### src/rtl/core/tfg_pkg.sv
`timescale 1ns / 1ps

package tfg_pkg;

    localparam int NUM_STREAMS_DEF = 4;
    localparam int STREAM_IDX_W    = 4;
    localparam int CFG_INDEX_W     = 8;
    localparam int CFG_DATA_W      = 64;

    localparam logic [CFG_INDEX_W-1:0] REG_MAX_AGE    = CFG_INDEX_W'(0);
    localparam logic [CFG_INDEX_W-1:0] REG_MAX_FUTURE = CFG_INDEX_W'(1);

    // floor(x / 1000) == (x * RECIP_1000) >> RECIP_SHIFT, exact for x < 2**63
    localparam logic [63:0] RECIP_1000  = 64'd9444732965739290428;
    localparam int          RECIP_SHIFT = 73;
    localparam int          Q_LSB       = RECIP_SHIFT - 64;
    localparam int          Q_W         = 54;

    typedef enum logic [1:0] {
        REQ_SYNC    = 2'd0,
        REQ_STAMP   = 2'd1,
        REQ_QUERY   = 2'd2,
        REQ_RESTART = 2'd3
    } req_t;

    typedef enum logic [2:0] {
        ST_ACCEPTED = 3'd0,
        ST_ZERO     = 3'd1,
        ST_BACKWARD = 3'd2,
        ST_FROZEN   = 3'd3,
        ST_UNSYNCED = 3'd4,
        ST_FUTURE   = 3'd5,
        ST_STALE    = 3'd6
    } status_t;

    typedef struct packed {
        req_t               req_type;
        logic [1:0]         stream_id;
        logic [63:0]        stamp_us;
        logic signed [63:0] local_ns;
        logic [31:0]        query_age_us;
    } tfg_in_t;

    typedef struct packed {
        status_t     status;
        logic        is_current;
        logic [63:0] estimate_now_us;
    } tfg_out_t;

    typedef struct packed {
        req_t                    req;
        logic [STREAM_IDX_W-1:0] idx;
        logic [63:0]             stamp;
        logic [31:0]             qage;
        status_t                 sync_status;
    } tfg_tag_t;

    typedef struct packed {
        tfg_tag_t    tag;
        logic        est_ok;
        logic [63:0] remote;
        logic [62:0] diff;
    } tfg_est_t;

    typedef struct packed {
        tfg_tag_t    tag;
        logic [63:0] now;
    } tfg_now_t;

endpackage

### src/rtl/core/tfg_check.sv
`timescale 1ns / 1ps

module tfg_check #(
    parameter int NUM_STREAMS = tfg_pkg::NUM_STREAMS_DEF
) (
    input  logic                            aclk,
    input  logic                            aresetn,
    input  logic                            cfg_valid,
    output logic                            cfg_ready,
    input  logic [tfg_pkg::CFG_INDEX_W-1:0] cfg_index,
    input  logic [tfg_pkg::CFG_DATA_W-1:0]  cfg_data,
    input  logic                            in_valid,
    output logic                            in_ready,
    input  tfg_pkg::tfg_now_t               in_stage,
    output logic                            m_valid,
    input  logic                            m_ready,
    output tfg_pkg::tfg_out_t               m_data
);
    import tfg_pkg::*;

    localparam int IDX_W = (NUM_STREAMS > 1) ? $clog2(NUM_STREAMS) : 1;

    logic [31:0]      max_age_reg;
    logic [31:0]      max_future_reg;
    logic [63:0]      stream_last_reg [NUM_STREAMS];
    logic             out_valid_reg;
    tfg_out_t         out_data_reg;
    tfg_out_t         out_data_next;
    logic             fire;
    logic [IDX_W-1:0] idx;
    logic [63:0]      last;
    logic [63:0]      now;
    logic [63:0]      stamp;
    logic [31:0]      limit;
    logic [63:0]      fut_sum;
    logic             current;
    status_t          stamp_status;
    logic             write_en;
    logic             clear_all;

    assign cfg_ready = 1'b1;
    assign in_ready  = !out_valid_reg || m_ready;
    assign fire      = in_valid && in_ready;
    assign m_valid   = out_valid_reg;
    assign m_data    = out_data_reg;

    assign idx   = in_stage.tag.idx[IDX_W-1:0];
    assign last  = stream_last_reg[idx];
    assign now   = in_stage.now;
    assign stamp = in_stage.tag.stamp;

    always_comb begin
        if (stamp == '0) begin
            stamp_status = ST_ZERO;
        end else if (now == '0) begin
            stamp_status = ST_UNSYNCED;
        end else if (last != '0 && stamp == last) begin
            stamp_status = ST_FROZEN;
        end else if (last != '0 && stamp < last) begin
            stamp_status = ST_BACKWARD;
        end else if (stamp > now && (stamp - now) > 64'(max_future_reg)) begin
            stamp_status = ST_FUTURE;
        end else if (now > stamp && (now - stamp) > 64'(max_age_reg)) begin
            stamp_status = ST_STALE;
        end else begin
            stamp_status = ST_ACCEPTED;
        end
    end

    assign limit   = (in_stage.tag.qage == '0) ? max_age_reg : in_stage.tag.qage;
    assign fut_sum = now + 64'(max_future_reg);
    assign current = now != '0 && last != '0 && last <= fut_sum
                     && (last >= now || (now - last) <= 64'(limit));

    always_comb begin
        out_data_next.estimate_now_us = now;
        out_data_next.is_current      = 1'b0;
        case (in_stage.tag.req)
            REQ_SYNC: begin
                out_data_next.status = in_stage.tag.sync_status;
            end
            REQ_STAMP: begin
                out_data_next.status = stamp_status;
            end
            REQ_QUERY: begin
                out_data_next.status     = ST_ACCEPTED;
                out_data_next.is_current = current;
            end
            default: begin
                out_data_next.status = ST_ACCEPTED;
            end
        endcase
    end

    assign write_en  = fire && in_stage.tag.req == REQ_STAMP && stamp_status == ST_ACCEPTED;
    assign clear_all = fire && in_stage.tag.req == REQ_RESTART;

    always_ff @(posedge aclk) begin
        if (!aresetn) begin
            max_age_reg    <= '0;
            max_future_reg <= '0;
        end else if (cfg_valid) begin
            case (cfg_index)
                REG_MAX_AGE: begin
                    max_age_reg <= cfg_data[31:0];
                end
                REG_MAX_FUTURE: begin
                    max_future_reg <= cfg_data[31:0];
                end
                default: begin
                end
            endcase
        end
    end

    always_ff @(posedge aclk) begin
        if (!aresetn || clear_all) begin
            for (int i = 0; i < NUM_STREAMS; i++) begin
                stream_last_reg[i] <= '0;
            end
        end else if (write_en) begin
            stream_last_reg[idx] <= stamp;
        end
    end

    always_ff @(posedge aclk) begin
        if (!aresetn) begin
            out_valid_reg <= 1'b0;
        end else if (in_ready) begin
            out_valid_reg <= in_valid;
        end
    end

    always_ff @(posedge aclk) begin
        if (fire) begin
            out_data_reg <= out_data_next;
        end
    end

`ifndef NO_ASSERTIONS
    a_restart_clears: assert property (@(posedge aclk) disable iff (!aresetn)
        clear_all |=> stream_last_reg[0] == '0)
        else $error("restart left a stream entry set");

    a_store_nonzero: assert property (@(posedge aclk) disable iff (!aresetn)
        write_en |=> stream_last_reg[$past(idx)] != '0)
        else $error("zero stamp stored");

    a_unsynced_estimate: assert property (@(posedge aclk) disable iff (!aresetn)
        out_valid_reg && out_data_reg.status == ST_UNSYNCED
        |-> out_data_reg.estimate_now_us == '0)
        else $error("unsynced stamp with nonzero estimate");
`endif

endmodule

### config.mk
export PLATFORM = sky130hd
export DESIGN_NAME = tfg_check
export DESIGN_NICKNAME = d
export VERILOG_FILES = /design/src/rtl/core/tfg_pkg.sv /design/src/rtl/core/tfg_check.sv
export SDC_FILE = /design/constraint.sdc
export NUM_CORES = 2
export LEC_CHECK = 0
export BUFFER_PORTS_ARGS = -buffer_cell sky130_fd_sc_hd__buf_2
export CELL_PAD_IN_SITES_DETAIL_PLACEMENT = 2
export CELL_PAD_IN_SITES_GLOBAL_PLACEMENT = 2
export CORE_MARGIN = 5
export CORE_UTILIZATION = 35
export DETAILED_ROUTE_END_ITERATION = 12
export GPL_ROUTABILITY_DRIVEN = 0
export PLACE_DENSITY_LB_ADDON = 0.05
export SLEW_MARGIN = 15
export SYNTH_ARGS = -nofsm -noshare
export SYNTH_HDL_FRONTEND = slang
export SYNTH_SLANG_ARGS = --single-unit
### constraint.sdc
create_clock -name aclk -period 16.4 [get_ports aclk]
set_clock_uncertainty 0.1 [all_clocks]
set_input_delay 0.82 -clock aclk [delete_from_list [all_inputs] [get_ports aclk]]
set_output_delay 0.82 -clock aclk [all_outputs]
set_load 0.005 [all_outputs]
==> flow_summary.json <==
{
  "final_net_count": 4994,
  "power.leakage_nw": 17.0,
  "yosys-top-cells-count": "472 x a21oi_1, 448 x ha_1, 361 x nand2_1, 324 x edfxtp_1, 317 x inv_1",
  "reg2regPathDepth": 27,
  "synthArstFlopShare": 0,
  "drive_above_1_share": 0.115,
  "synth_top_area_share": 0.269,
  "internal-power_mw": 2.10,
  "grt_max_degree": 125,
  "antenna_found_initial": 11,
  "totalWireLength_um": 183000,
  "vias_per_cell": 6.24,
  "min_period_ns": 9.40,
  "cp-end-kind": "flop",
  "die_x_um": 331,
  "grt_usage": 0.317,
  "netSwitchingFraction": 0.385,
  "postCtsSetupRepairBufs": 0,
  "p_comb_frac": 0.364,
  "netlist_top_cells_area": "edfxtp_1 27%, ha_1 16%, a21oi_1 6.5%, mux4_2 4.0%, nand2_1 3.7%",
  "peakVddDrop_mv": 0.0853,
  "cp_slowest_cell": "nor4_1",
  "area_growth_pct": 11.5,
  "io_pins": 317,
  "ctsHtreeMaxLevel": 2,
  "start_kind": "input port",
  "start_util": 0.354,
  "p_seq_frac": 0.330,
  "grt_pass1_wl_um": 260000,
  "maxSlewHeadroom": 0.121,
  "synth_area_per_cell_um2": 8.80,
  "synth.distinct_cells": 93,
  "synth_area_mm2": 0.0361,
  "syn_inst": 4107,
  "drcViolationCount": 0,
  "rrSetupSlack_ns": 7.02,
  "max_cap_viol_count": 0,
  "cts_buffer_depth": 3,
  "path_class": "in -> reg",
  "cpPeakStageDelay_ns": 0.86,
  "status": "completed",
  "synth_warnings": 0,
  "wire_per_inst_um": 32.1,
  "post_cts_resized": 0,
  "final_max_slew_viol_count": 0,
  "synth.most_common_cell": "a21oi_1",
  "rsz0062_at_grt": "false",
  "largest_reg_flops": 256,
  "holdPathStages": 3,
  "ys.flop_type": "edfxtp_1",
  "clockRootBuffer": "clkbuf_16",
  "setup_viol_count_final": 0,
  "nFillCells": 11663,
  "crit_arrival_ns": 9.78,
  "ant_nets": 0,
  "p_switching_mw": 1.31,
  "drt_iter0_markers": 3548,
  "yosys.area.top_type": "edfxtp_1",
  "core_area_mm2": 0.102,
  "cp_max_fo": 124,
  "synth-edff-count": 324,
  "clkLatencyLatePin_ns": 0.65,
  "tns_ns": 0,
  "die_y_um": 331,
  "final_hold_viol_count": 0,
  "clk_pin_slew_ns": 0.07,
  "cts-buffers-inserted": 48,
  "placed_cell_area_mm2": 0.0388,
  "syn-num-nets": 4805,
  "holdBufCountCts": 0,
  "powerDensity_mw_per_mm2": 84.6,
  "cts.sinks": 389,
  "portBuffers": 281,
  "ys_seq_area_frac": 0.305,
  "tightest_slew_ns": 1.31,
  "gr-total-overflow": 0,
  "max_freq_mhz": 106,
  "clkPwrFrac": 0.306,
  "dieArea_mm2": 0.110,
  "dr_total_vias": 35607,
  "num_rows": 117,
  "fin_area_mm2": 0.0403,
  "dp_hpwl_um": 148000,
  "crit_required_ns": 16.78,
  "ys_ff_latch": 389,
  "first_pass_iters": 7,
  "cp_common_cell": "nor4_1",
  "cts_tree": "yes",
  "hp-class": "in -> reg",
  "grt_pass1_vias": 36761,
  "fin_crit_sh": 0.573
}
-- cells in the final DEF (no fill, tap or decap), types with 15 or more instances in the layout --
cell type / Yosys / routed
a21oi_1: 472 / 472
ha_1: 448 / 448
nand2_1: 361 / 361
edfxtp_1: 324 / 324
inv_1: 317 / 316
buf_2: 50 / 279
and3_1: 212 / 212
o21ai_0: 210 / 210
nor2_1: 197 / 192
nand4_1: 132 / 132
xnor2_1: 131 / 131
a21o_1: 129 / 129
nor4_1: 89 / 89
nand3_1: 77 / 77
and2_1: 73 / 72
dfxtp_1: 65 / 65
mux4_2: 64 / 64
xor2_1: 59 / 59
nor3_1: 58 / 58
clkbuf_16: 0 / 49
o21a_1: 45 / 45
o21bai_1: 43 / 43
buf_4: 10 / 39
nor2b_1: 33 / 33
a31oi_1: 30 / 30
o211ai_1: 26 / 26
a211oi_1: 21 / 21
and4_1: 21 / 21
nand2b_1: 18 / 18
o221ai_1: 17 / 17
a221oi_1: 16 / 16
a21boi_0: 16 / 16
mux2i_1: 16 / 16
clkbuf_1: 110 / 16
o31ai_1: 15 / 15
-- final timing paths --
kind,startpoint,to
worst max-delay path,in_stage[99],stream_last_reg[0][6]
worst min-delay path,cfg_data[2],max_future_reg[2]
worst max register to register,max_future_reg[0],m_data[64]
worst min register to register,max_future_reg[3],max_future_reg[3]
-- per-stage QoR --
step | cells | worst slack, ns | power, mW | hold slack, ns | util
CTS | 5701 | 7.05 | 3.41 | 0.290 | 0.394
finish | 5704 | 7.00 | 3.41 | 0.326 | 0.394
floorplan | 4107 | 3.93 | 1.88 | 0.350 | -
detailed placement | 5614 | 6.48 | 2.36 | 0.395 | 0.380
global placement | 5614 | 6.60 | 2.32 | 0.388 | 0.380
global route | 5701 | 6.54 | 3.55 | 0.330 | 0.394
-- kinds of logic after synthesis --
family,after synthesis,share of synthesized area
XOR/XNOR,190,0.0460
flip-flops,389,0.305
AO/OA/AOI/OAI,1166,0.201
AND/OR/NAND/NOR,1331,0.191
buffers and inverters,496,0.0544
other,1,0.000104
adder cells (fa/ha/maj),452,0.157
multiplexers,82,0.0449
-- worst max-delay path, delay by kind of cell --
kind                     cells  cell delay (ns)
AO/OA/AOI/OAI               11             3.35
XOR/XNOR                     1             0.16
adder cells (fa/ha/maj)      3             0.95
buffers and inverters        5             1.71
AND/OR/NAND/NOR              9             2.58
-- power groups by stage --
stage	Clock (mW)	Combinational, mW	Sequential [mW]
final	1.04	1.24	1.13
after global routing	1.09	1.33	1.13
after floorplan	0	0.727	1.15
after CTS	1.06	1.22	1.13
after global placement	0	1.18	1.14
after detailed placement	0	1.21	1.15
-- per-layer routing --
metal	part of all wire	up-vias	global-route usage	routed length (µm)
met5	0.00015	-	0	28
met4	0.032	4	0.0888	5810
met3	0.075	223	0.0429	13800
met2	0.44	1316	0.496	80200
met1	0.45	18371	0.460	83300
li1	-	15693	-	-
-- final cells by class --
cell class	count	area, µm²	share of cell area
clock inverter	21	176	0.00438
inverter	317	1190	0.0295
timing repair buffer	318	1690	0.0419
tap	1368	1710	0.0425
clock buffer	66	1300	0.0323
sequential	389	11000	0.274
antenna	3	7.51	0.000186
multi-input combinational	3222	23200	0.576
Note: power is estimated with default switching activity, not from simulation.
