**src/rtl/core/tfg_pkg.sv**
```systemverilog
`timescale 1ns / 1ps

package tfg_pkg;

    localparam int NUM_STREAMS_DEF = 4;
    localparam int STREAM_IDX_W    = 4;
    localparam int CFG_INDEX_W     = 8;
    localparam int CFG_DATA_W      = 64;

    localparam logic [CFG_INDEX_W-1:0] REG_MAX_AGE    = CFG_INDEX_W'(0);
    localparam logic [CFG_INDEX_W-1:0] REG_MAX_FUTURE = CFG_INDEX_W'(1);

    // floor(x / 1000) == (x * RECIP_1000) >> RECIP_SHIFT, exact for x < 2**63
    localparam logic [63:0] RECIP_1000  = 64'd9444732965739290428;
    localparam int          RECIP_SHIFT = 73;
    localparam int          Q_LSB       = RECIP_SHIFT - 64;
    localparam int          Q_W         = 54;

    typedef enum logic [1:0] {
        REQ_SYNC    = 2'd0,
        REQ_STAMP   = 2'd1,
        REQ_QUERY   = 2'd2,
        REQ_RESTART = 2'd3
    } req_t;

    typedef enum logic [2:0] {
        ST_ACCEPTED = 3'd0,
        ST_ZERO     = 3'd1,
        ST_BACKWARD = 3'd2,
        ST_FROZEN   = 3'd3,
        ST_UNSYNCED = 3'd4,
        ST_FUTURE   = 3'd5,
        ST_STALE    = 3'd6
    } status_t;

    typedef struct packed {
        req_t               req_type;
        logic [1:0]         stream_id;
        logic [63:0]        stamp_us;
        logic signed [63:0] local_ns;
        logic [31:0]        query_age_us;
    } tfg_in_t;

    typedef struct packed {
        status_t     status;
        logic        is_current;
        logic [63:0] estimate_now_us;
    } tfg_out_t;

    typedef struct packed {
        req_t                    req;
        logic [STREAM_IDX_W-1:0] idx;
        logic [63:0]             stamp;
        logic [31:0]             qage;
        status_t                 sync_status;
    } tfg_tag_t;

    typedef struct packed {
        tfg_tag_t    tag;
        logic        est_ok;
        logic [63:0] remote;
        logic [62:0] diff;
    } tfg_est_t;

    typedef struct packed {
        tfg_tag_t    tag;
        logic [63:0] now;
    } tfg_now_t;

endpackage

```
**src/rtl/core/tfg_sync.sv**
```systemverilog
`timescale 1ns / 1ps

module tfg_sync #(
    parameter int NUM_STREAMS = tfg_pkg::NUM_STREAMS_DEF
) (
    input  logic              aclk,
    input  logic              aresetn,
    input  logic              in_valid,
    output logic              in_ready,
    input  tfg_pkg::tfg_in_t  in_data,
    output logic              out_valid,
    input  logic              out_ready,
    output tfg_pkg::tfg_est_t out_stage
);
    import tfg_pkg::*;

    logic [63:0]        sync_remote_reg;
    logic [63:0]        sync_remote_next;
    logic signed [63:0] sync_local_reg;
    logic signed [63:0] sync_local_next;
    logic               valid_reg;
    tfg_est_t           stage_reg;
    tfg_est_t           stage_next;
    status_t            sync_status;
    logic               fire;
    logic [1:0]         id_red;
    logic signed [63:0] local_ns;
    logic signed [63:0] elapsed;
    logic               est_ok;

    assign in_ready  = !valid_reg || out_ready;
    assign fire      = in_valid && in_ready;
    assign out_valid = valid_reg;
    assign out_stage = stage_reg;
    assign local_ns  = in_data.local_ns;

    always_comb begin
        if (in_data.stamp_us == '0 || local_ns[63]) begin
            sync_status = ST_ZERO;
        end else if (!sync_local_reg[63] && local_ns < sync_local_reg) begin
            sync_status = ST_BACKWARD;
        end else if (sync_remote_reg != '0 && in_data.stamp_us == sync_remote_reg) begin
            sync_status = ST_FROZEN;
        end else if (sync_remote_reg != '0 && in_data.stamp_us < sync_remote_reg) begin
            sync_status = ST_BACKWARD;
        end else begin
            sync_status = ST_ACCEPTED;
        end
    end

    always_comb begin
        sync_remote_next = sync_remote_reg;
        sync_local_next  = sync_local_reg;
        if (fire) begin
            case (in_data.req_type)
                REQ_SYNC: begin
                    if (sync_status == ST_ACCEPTED) begin
                        sync_remote_next = in_data.stamp_us;
                        sync_local_next  = local_ns;
                    end
                end
                REQ_RESTART: begin
                    sync_remote_next = '0;
                    sync_local_next  = '1;
                end
                default: begin
                end
            endcase
        end
    end

    // stream index folded into range
    always_comb begin
        id_red = in_data.stream_id;
        for (int k = 0; k < 3; k++) begin
            if (int'(id_red) >= NUM_STREAMS) begin
                id_red = id_red - 2'(NUM_STREAMS);
            end
        end
    end

    // estimate is taken after this transaction's own update
    assign est_ok  = sync_remote_next != '0 && !sync_local_next[63]
                     && local_ns >= sync_local_next;
    assign elapsed = local_ns - sync_local_next;

    always_comb begin
        stage_next.tag.req         = in_data.req_type;
        stage_next.tag.idx         = STREAM_IDX_W'(id_red);
        stage_next.tag.stamp       = in_data.stamp_us;
        stage_next.tag.qage        = in_data.query_age_us;
        stage_next.tag.sync_status = (in_data.req_type == REQ_SYNC) ? sync_status
                                                                    : ST_ACCEPTED;
        stage_next.est_ok          = est_ok;
        stage_next.remote          = sync_remote_next;
        stage_next.diff            = est_ok ? elapsed[62:0] : '0;
    end

    always_ff @(posedge aclk) begin
        if (!aresetn) begin
            sync_remote_reg <= '0;
            sync_local_reg  <= '1;
            valid_reg       <= 1'b0;
        end else begin
            sync_remote_reg <= sync_remote_next;
            sync_local_reg  <= sync_local_next;
            if (in_ready) begin
                valid_reg <= in_valid;
            end
        end
    end

    always_ff @(posedge aclk) begin
        if (fire) begin
            stage_reg <= stage_next;
        end
    end

`ifndef NO_ASSERTIONS
    a_sync_coherent: assert property (@(posedge aclk) disable iff (!aresetn)
        sync_remote_reg == '0 || !sync_local_reg[63])
        else $error("sync pair incoherent");

    a_sync_store: assert property (@(posedge aclk) disable iff (!aresetn)
        fire && in_data.req_type == REQ_SYNC && sync_status == ST_ACCEPTED
        |=> sync_remote_reg == $past(in_data.stamp_us))
        else $error("accepted sync sample not stored");
`endif

endmodule

```
**config.mk**
```make
export PLATFORM = sky130hd
export DESIGN_NAME = tfg_sync
export DESIGN_NICKNAME = d
export VERILOG_FILES = /design/src/rtl/core/tfg_pkg.sv /design/src/rtl/core/tfg_sync.sv
export SDC_FILE = /design/constraint.sdc
export NUM_CORES = 1
export LEC_CHECK = 0
export BUFFER_PORTS_ARGS = -buffer_cell sky130_fd_sc_hd__buf_2
export CORE_MARGIN = 8
export CORE_UTILIZATION = 49
export CTS_CLUSTER_SIZE = 30
export DETAILED_ROUTE_END_ITERATION = 8
export PLACE_DENSITY = 0.8
export SLEW_MARGIN = 40
export SYNTH_ARGS = -nofsm -noshare
export SYNTH_HDL_FRONTEND = slang
export SYNTH_SLANG_ARGS = --single-unit
export TNS_END_PERCENT = 5
```
**constraint.sdc**
```tcl
create_clock -name aclk -period 11.13 [get_ports aclk]
set_input_delay 1.113 -clock aclk [delete_from_list [all_inputs] [get_ports aclk]]
set_output_delay 1.113 -clock aclk [all_outputs]
set_load 0.01 [all_outputs]
```
==> summary.txt, run 1 <==
Clock network
  – H-tree lvl count: 2
  – Clk root buf: clkbuf_16
  – Total CTS buffers: 39
  – Skew-Pair Late Insertion Delay: 0.56 ns
  – CTS tree: yes
  – CTS Sinks: 359
  – # Post-CTS Setup Buffers: 0
  – Clock Pin Slew Worst Setup and Hold Paths: 0.05 ns
  – Cts hold-fix bufs: 0
  – Cts repair resizes: 0
  – Clk buf depth: 3

Synthesis
  – Mapped Cells: 1,910
  – Yosys reg bits: 359
  – Ranking of synthesized cells by area: edfxtp_1, dfxtp_1, ha_1
  – Post-synth top flop: edfxtp_1
  – Adder-Cell Fraction of Synth Area: 12.2%
  – Number of synthesized flops with an enable pin: 230
  – Yosys cell types: 78
  – Mean Syn Cell Area: 10.4 um2
  – Seq/Total Area, Yosys: 47.6%
  – Area leader, netlist: edfxtp_1
  – Synth Warn #: 0
  – Multiplexer area fraction after synthesis: 0.0502%
  – Synth Area in XOR/XNOR: 2.33%
  – Top cell type's share of synthesized area: 34.6%
  – Post-Synthesis Cell Area: 0.0199 mm2
  – Post-synthesis compound-gate area fraction: 19.2%
  – Synth Area in Simple Gates: 13.8%
  – Largest family of logic cells by synthesized area: compound AO/OA/AOI/OAI gates
  – Asr flop ratio synth: 0%

Placed design
  – # placed instances: 2,771
  – IO buf count: 399
  – Post-DP HPWL: 46,000 um
  – RD Place Congestion: 0.953

Power and ir drop
  – Seq pwr share: 41.5%
  – Part of the power in combinational logic: 24.5%
  – VDD IR-drop max: 108 uV
  – Clk pwr share: 34.0%
  – Power Dens Cells: 157 mW/mm2
  – Pint: 2.58 mW
  – Switching fraction of total power: 30.7%
  – Switching Power: 1.14 mW
  – P_leak: 10.5 nW

Finish
  – Multi-input logic area: 0.00953 mm2
  – Register area: 0.00949 mm2
  – Final nets: 2,643
  – # fillers: 3,299
  – Layout cell share with drive strength beyond 1: 24.2%
  – P&R area growth vs syn: 18.7%
  – Number of flip-flops in the largest register: 230
  – Layout Cells excl Fill: 2,852

Global routing
  – Total grt overflow: 0
  – Initial antenna violation count: 13
  – Global-route wire length before repair: 94,900 um
  – Vias in the first global route: 17,000
  – Tot GR Track Use: 25.1%
  – Maximum number of pins on one net before global-route repair: 102

STA
  – Clock Skew: 0.0205 ns
  – Setup-failing EPs final: 0
  – Final Hold Vio Count: 0
  – Hold slack final: 0.496 ns
  – RSZ-0062 raised after global routing: no
  – Worst relative slew slack: 43.4%
  – Max-slew violation count: 0
  – Max frequency: 134 MHz
  – Tcrit/Tclk final: 66.8%
  – Minimum clock period: 7.44 ns
  – Setup TNS: 0 ns
  – Slew at the pin closest to its max-slew limit: 0.849 ns

Critical path
  – Crit path launch type: input pin
  – WS Path Type: input pin to flop
  – Worst path required time: 11.41 ns
  – CP max FO: 40
  – CP endpoint kind: flop
  – WP data arrival: 7.72 ns

Floorplan
  – Die X: 218 um
  – DIE HEIGHT: 218 um
  – IO Pins: 403
  – Placement row count: 74
  – CORE AREA: 0.0405 mm2
  – Starting Density: 49.3%
  – Die area: 0.0474 mm2

Route
  – Routed Antenna Nets: 0
  – Final WL: 62,100 um
  – Vias: 17,000
  – Pre-Repair DR Iteration Count: 5
  – Routed len/inst: 21.8 um
  – Drt drc: 0
  – First-iteration detailed-routing DRC count: 1,487
  – Drt via density: 5.95

Worst hold path
  – HP Class: flop to flop

Run status
  – Status: finished clean

Flow run
  – Max-Cap Viols: 0
stage by stage:
stage | power, mW | util, % | instance area (um2) | setup slack, ns
after floorplan | 2.19 | - | 19900 | 4.39
after global placement | 2.44 | 55.2 | 22300 | 2.88
after detailed placement | 2.46 | 55.3 | 22400 | 2.69
after CTS | 3.73 | 58.3 | 23600 | 3.26
after global routing | 3.88 | 58.4 | 23600 | 3.11
final | 3.72 | 58.5 | 23700 | 3.69
Yosys cell counts (all sizes together), types with 20 or more instances:
master    n
edfxtp  230
ha      193
a21oi   166
inv     154
nor2    142
dfxtp   129
nand2   125
a22o    100
and2     68
clkbuf   67
o21ai    55
a21o     51
nand4    49
a221oi   39
nor4     37
xnor2    33
nor3     28
a211o    27
nand3    25
xor2     20
layer usage:
metal,vias to the layer above,global-route usage [%],part of all wire (%)
li1,7869,-,-
met1,8124,30.3,39
met2,794,42.4,48
met3,162,5.91,8.3
met4,10,11.2,4.5
met5,-,0,0.10
logic make-up after synthesis:
| family | count (synthesis) |
|---|---|
| buffers and inverters | 239 |
| XOR/XNOR | 53 |
| adder cells (fa/ha/maj) | 194 |
| flip-flops | 359 |
| multiplexers | 1 |
| AND/OR/NAND/NOR | 521 |
| other | 1 |
| AO/OA/AOI/OAI | 542 |
placed cells by master (no fill, tap or decap), types with 10 or more instances in the layout:
| master | instances |
|---|---|
| nor2_1 | 88 |
| a221oi_1 | 39 |
| dfxtp_1 | 129 |
| o21bai_1 | 15 |
| clkbuf_16 | 40 |
| xnor2_1 | 33 |
| nor2b_1 | 11 |
| nor2_2 | 54 |
| ha_1 | 192 |
| and2_1 | 68 |
| nand2_1 | 123 |
| clkbuf_1 | 10 |
| nor3_1 | 21 |
| edfxtp_1 | 230 |
| o21a_1 | 10 |
| nand3_1 | 25 |
| o21ai_0 | 52 |
| nor4_1 | 32 |
| nand4_1 | 48 |
| a21o_1 | 50 |
| xor2_1 | 20 |
| a21oi_1 | 164 |
| a211oi_1 | 12 |
| buf_2 | 399 |
| a211o_1 | 26 |
| inv_1 | 151 |
| nand2b_1 | 14 |
| a22o_1 | 100 |
worst paths after layout:
kind / start / end / slack [ns] / depth (start not counted)
worst max-delay path: in_data[78] / out_stage[62]$_SDFFCE_PN0P_ / 3.69 / 24
worst min-delay path: sync_local_reg[49]$_SDFF_PN1_ / sync_local_reg[49]$_SDFF_PN1_ / 0.50 / 1
worst max register to register: sync_local_reg[46]$_SDFF_PN1_ / out_stage[62]$_SDFFCE_PN0P_ / 3.98 / 24
worst min register to register: sync_local_reg[49]$_SDFF_PN1_ / sync_local_reg[49]$_SDFF_PN1_ / 0.50 / 1
layout make-up:
type                       instances  share of cell area [%]
clock inverter                    21                   0.778
timing repair buffer             412                    8.96
tap                              532                    2.81
clock buffer                      51                    4.45
inverter                         155                    2.50
antenna                            8                  0.0846
multi-input combinational       1314                    40.3
sequential                       359                    40.1
worst max-delay path, stage by stage:
cell,delay (ns)
buf_2,0.12
ha_1,0.31
nand4_1,0.24
nor4_2,0.59
nand2_1,0.09
o2bb2ai_1,0.20
a41oi_1,0.12
a21oi_2,0.37
nand2_4,0.36
a22o_1,0.35
a221oi_1,0.40
inv_1,0.12
fa_1,0.45
nor2b_1,0.24
o31a_1,0.20
o311ai_1,0.13
a21oi_1,0.27
nor4_1,0.12
nor2_1,0.39
a311oi_1,0.26
o41ai_1,0.74
a31oi_1,0.21
xor2_1,0.22
nor2_2,0.07
power groups by stage:
stage,logic (mW),registers [mW],clock network [mW]
6_report,0.914,1.54,1.27
5_1_grt,1.00,1.55,1.33
4_1_cts,0.901,1.54,1.29
3_5_place_dp,0.894,1.57,0
3_3_place_gp,0.872,1.57,0
2_1_floorplan,0.589,1.60,0
(Power assumes the default switching activity.)
==> run 2: changes to the inputs <==
--- a/config.mk
+++ b/config.mk
@@ -5,6 +5,7 @@
 export SDC_FILE = /design/constraint.sdc
 export NUM_CORES = 1
 export LEC_CHECK = 0
+export ABC_AREA = 1
 export BUFFER_PORTS_ARGS = -buffer_cell sky130_fd_sc_hd__buf_2
 export CORE_MARGIN = 8
 export CORE_UTILIZATION = 49
==> constraint.sdc (replaced) <==
create_clock -name aclk -period 7 [get_ports aclk]
set_input_delay 0.7 -clock aclk [delete_from_list [all_inputs] [get_ports aclk]]
set_output_delay 0.7 -clock aclk [all_outputs]
set_load 0.01 [all_outputs]
==> run 2 against run 1 <==
Compared with the run above: clock power is 80% higher; routed wire length is 7.5% higher; die area rose by 8.1%; synthesized area is 8.8% higher; register-to-register slack worse by 3.4 ns; clock skew decreased by 0.00078 ns; sequential power rose by 60%; clock-buffer cell count stayed put; setup slack worse by 3.1 ns; highest routed layer unchanged; total power increased by 71%; critical path type is now flop to flop.
==> summary.txt, run 2 <==
Finish
  – Final nets: 3,302 (was 2,643)
  – Commonest non-fill, non-tap cell in the layout: nand2_1 (was buf_2)
  – Number of flip-flops in the largest register: 230 (unchanged)
  – Layout Cells excl Fill: 3,568 (was 2,852)
  – P&R area growth vs syn: 17.8% (was 18.7%)
  – Layout cell share with drive strength beyond 1: 18.5% (was 24.2%)
  – Commonest non-fill, non-tap cells in the layout: nand2_1, buf_2, inv_1 (was buf_2, edfxtp_1, ha_1)
  – Final instance area: 0.0255 mm2 (was 0.0237 mm2)

STA
  – Tcrit/Tclk final: 92.1%
  – Worst relative slew slack: 41.7% (was 43.4%)
  – Clock Skew: 0.0198 ns (was 0.0205 ns)
  – Setup TNS: 0 ns (unchanged)
  – Max-slew violation count: 0 (unchanged)
  – Minimum clock period: 6.45 ns
  – RSZ-0062 raised after global routing: no (unchanged)
  – Slew at the pin closest to its max-slew limit: 0.875 ns (was 0.849 ns)
  – Setup-failing EPs final: 0 (unchanged)
  – Final Hold Vio Count: 0 (unchanged)
  – Max frequency: 155 MHz

Power and ir drop
  – P_leak: 12.4 nW (was 10.5 nW)
  – Seq pwr share: 38.7% (was 41.5%)
  – VDD IR-drop max: 188 uV (was 108 uV)
  – Switching fraction of total power: 32.2% (was 30.7%)
  – Pwr Total: 6.36 mW (was 3.72 mW)
  – Pint: 4.32 mW (was 2.58 mW)
  – Switching Power: 2.05 mW (was 1.14 mW)
  – Part of the power in combinational logic: 25.4% (was 24.5%)
  – Clk pwr share: 35.9% (was 34.0%)
  – Power Dens Cells: 249 mW/mm2 (was 157 mW/mm2)

Floorplan
  – Placement row count: 77 (was 74)
  – IO Pins: 403 (unchanged)
  – Die area: 0.0512 mm2 (was 0.0474 mm2)
  – CORE AREA: 0.0439 mm2 (was 0.0405 mm2)
  – Starting Density: 49.4% (was 49.3%)
  – DIE HEIGHT: 226 um (was 218 um)
  – Die X: 226 um (was 218 um)

Worst hold path
  – HP Class: input pin to flop (was flop to flop)

Critical path
  – WS Path Type: flop to flop (was input pin to flop)
  – Top cell by count, worst path: nand2_1
  – WP data arrival: 6.83 ns (was 7.72 ns)
  – CP bufs+invs: 3 (was 2)
  – Cell family with most CP delay: simple AND/OR/NAND/NOR gates (was compound AO/OA/AOI/OAI gates)
  – Critical path's largest stage delay: 0.51 ns (was 0.74 ns)
  – R2R Setup Slk: 0.55 ns (was 3.98 ns)
  – Worst path required time: 7.39 ns (was 11.41 ns)
  – CP max FO: 64 (was 40)
  – CP endpoint kind: flop (unchanged)
  – Crit path launch type: flop (was input pin)
  – Slowest-stage cell, CP: nor4_1 (was o41ai_1)

Synthesis
  – Seq/Total Area, Yosys: 43.8% (was 47.6%)
  – Asr flop ratio synth: 0% (unchanged)
  – Synth Warn #: 0 (unchanged)
  – Count leader, synth: nand2_1 (was edfxtp_1)
  – Post-synth top flop: edfxtp_1 (unchanged)
  – Mapped Cells: 2,575 (was 1,910)
  – Post-Synthesis Cell Area: 0.0217 mm2 (was 0.0199 mm2)
  – Yosys cell types: 54 (was 78)
  – Yosys reg bits: 359 (unchanged)
  – Area leader, netlist: edfxtp_1 (unchanged)
  – Post-synth top cells: nand2_1, inv_1, a21oi_1 (was edfxtp_1, ha_1, a21oi_1)
  – Top cell type's share of synthesized area: 31.8% (was 34.6%)
  – Ranking of synthesized cells by area: edfxtp_1, dfxtp_1, ha_1 (unchanged)
  – Mean Syn Cell Area: 8.42 um2 (was 10.4 um2)
  – Number of synthesized flops with an enable pin: 230 (unchanged)

Global routing
  – Maximum number of pins on one net before global-route repair: 81 (was 102)
  – Tot GR Track Use: 24.8% (was 25.1%)
  – Global-route wire length before repair: 102,000 um (was 94,900 um)
  – Initial antenna violation count: 6 (was 13)
  – Vias in the first global route: 19,300 (was 17,000)
  – Total grt overflow: 0 (unchanged)

Placed design
  – Post-DP HPWL: 48,800 um (was 46,000 um)
  – RD Place Congestion: 0.959 (was 0.953)
  – IO buf count: 399 (unchanged)
  – # placed instances: 3,490 (was 2,771)
  – Post-DP Area: 0.0241 mm2 (was 0.0224 mm2)

Run status
  – Status: finished clean (unchanged)

Route
  – First-iteration detailed-routing DRC count: 1,818 (was 1,487)
  – Drt drc: 0 (unchanged)
  – Drt via density: 5.58 (was 5.95)
  – Routed Antenna Nets: 0 (unchanged)
  – Routed len/inst: 18.7 um (was 21.8 um)
  – Pre-Repair DR Iteration Count: 8 (was 5)
  – Final WL: 66,700 um (was 62,100 um)
  – Vias: 19,900 (was 17,000)

Clock network
  – Clock Pin Slew Worst Setup and Hold Paths: 0.06 ns (was 0.05 ns)
  – CTS Sinks: 359 (unchanged)
  – Clk root buf: clkbuf_16 (unchanged)
  – CTS tree: yes (unchanged)
  – H-tree lvl count: 2 (unchanged)
  – Total CTS buffers: 40 (was 39)
  – Clk buf depth: 3 (unchanged)
  – Skew-Pair Late Insertion Delay: 0.57 ns (was 0.56 ns)

Flow run
  – Max-Cap Viols: 0 (unchanged)
## run 2: cell types whose count changed after synthesis, sizes merged, moves of 59 or more
cell   delta
nand3    +68
a21oi    +98
nand2   +325
a22o    -100
o22ai    +59
inv     +235
o21ai    +91
nor2     +94
and2     -68
## run 2: metrics by stage
| step | hold slack, ns | utilization [%] | worst slack, ns |
|---|---|---|---|
| after global placement | 0.475 | 54.8 | 0.284 |
| after floorplan | 0.465 | - | 1.02 |
| after detailed placement | 0.480 | 54.9 | 0.142 |
| final | 0.305 | 58.1 | 0.554 |
| after global routing | 0.288 | 58.1 | 0.0455 |
| after CTS | 0.269 | 58.1 | 0.509 |
## run 2: logic make-up after synthesis
group,count (synthesis),synth area share [%]
simple gates,921,19.4
compound gates,548,13.8
xor+xnor,61,2.46
other cells,1,0.0173
fa+ha+maj,194,11.2
flops,359,43.8
buf+inv,491,9.33
## run 2: worst paths after layout
check | cells past startpoint | startpoint | to
worst min register to register | 2 | sync_remote_reg[38]$_SDFF_PN0_ | sync_remote_reg[38]$_SDFF_PN0_
worst max register to register | 31 | sync_local_reg[55]$_SDFF_PN1_ | out_stage[32]$_SDFFCE_PN0P_
worst min-delay path | 1 | in_data[12] | out_stage[143]$_DFFE_PP_
worst max-delay path | 31 | sync_local_reg[55]$_SDFF_PN1_ | out_stage[32]$_SDFFCE_PN0P_
## run 2: layout make-up
cell class / count / area, um2
Fill cell: 3886 / 18400
Multi-Input combinational cell: 1727 / 10200
Sequential cell: 359 / 9490
Timing Repair Buffer: 421 / 2190
Inverter: 391 / 1480
Clock buffer: 51 / 1100
Tap cell: 592 / 741
Clock inverter: 23 / 317
Antenna cell: 4 / 10.0
## run 2: routing by layer
metal | GRT usage, % | vias to the layer above | wire (um)
met5 | 0 | - | 15
met4 | 11.3 | 2 | 2900
met3 | 4.45 | 184 | 5500
met2 | 42.3 | 954 | 31900
met1 | 30.5 | 9234 | 26400
li1 | - | 9530 | -
## run 2: power by group through the flow
stage,logic (mW),clock network (mW),registers [mW]
final,1.62,2.28,2.46
after global routing,1.77,2.40,2.47
after floorplan,1.04,0,2.57
after detailed placement,1.59,0,2.50
after CTS,1.60,2.33,2.46
after global placement,1.56,0,2.50
## run 2: worst reg2reg max path, delay by kind of cell, from the launching register on
kind / cells / cell delay, ns
xor+xnor: 1 / 0.14
fa+ha+maj: 2 / 0.65
compound gates: 9 / 1.84
simple gates: 16 / 2.82
flops: 1 / 0.34
buf+inv: 3 / 0.48
## run 2: timing repair
item | in CTS | in global routing
gates resized for setup | 0 | 1
endpoints found under the setup margin | 0 | 1
hold endpoints to repair | 0 | 0
buffers inserted | 0 | 0
hold buffers | 0 | 0
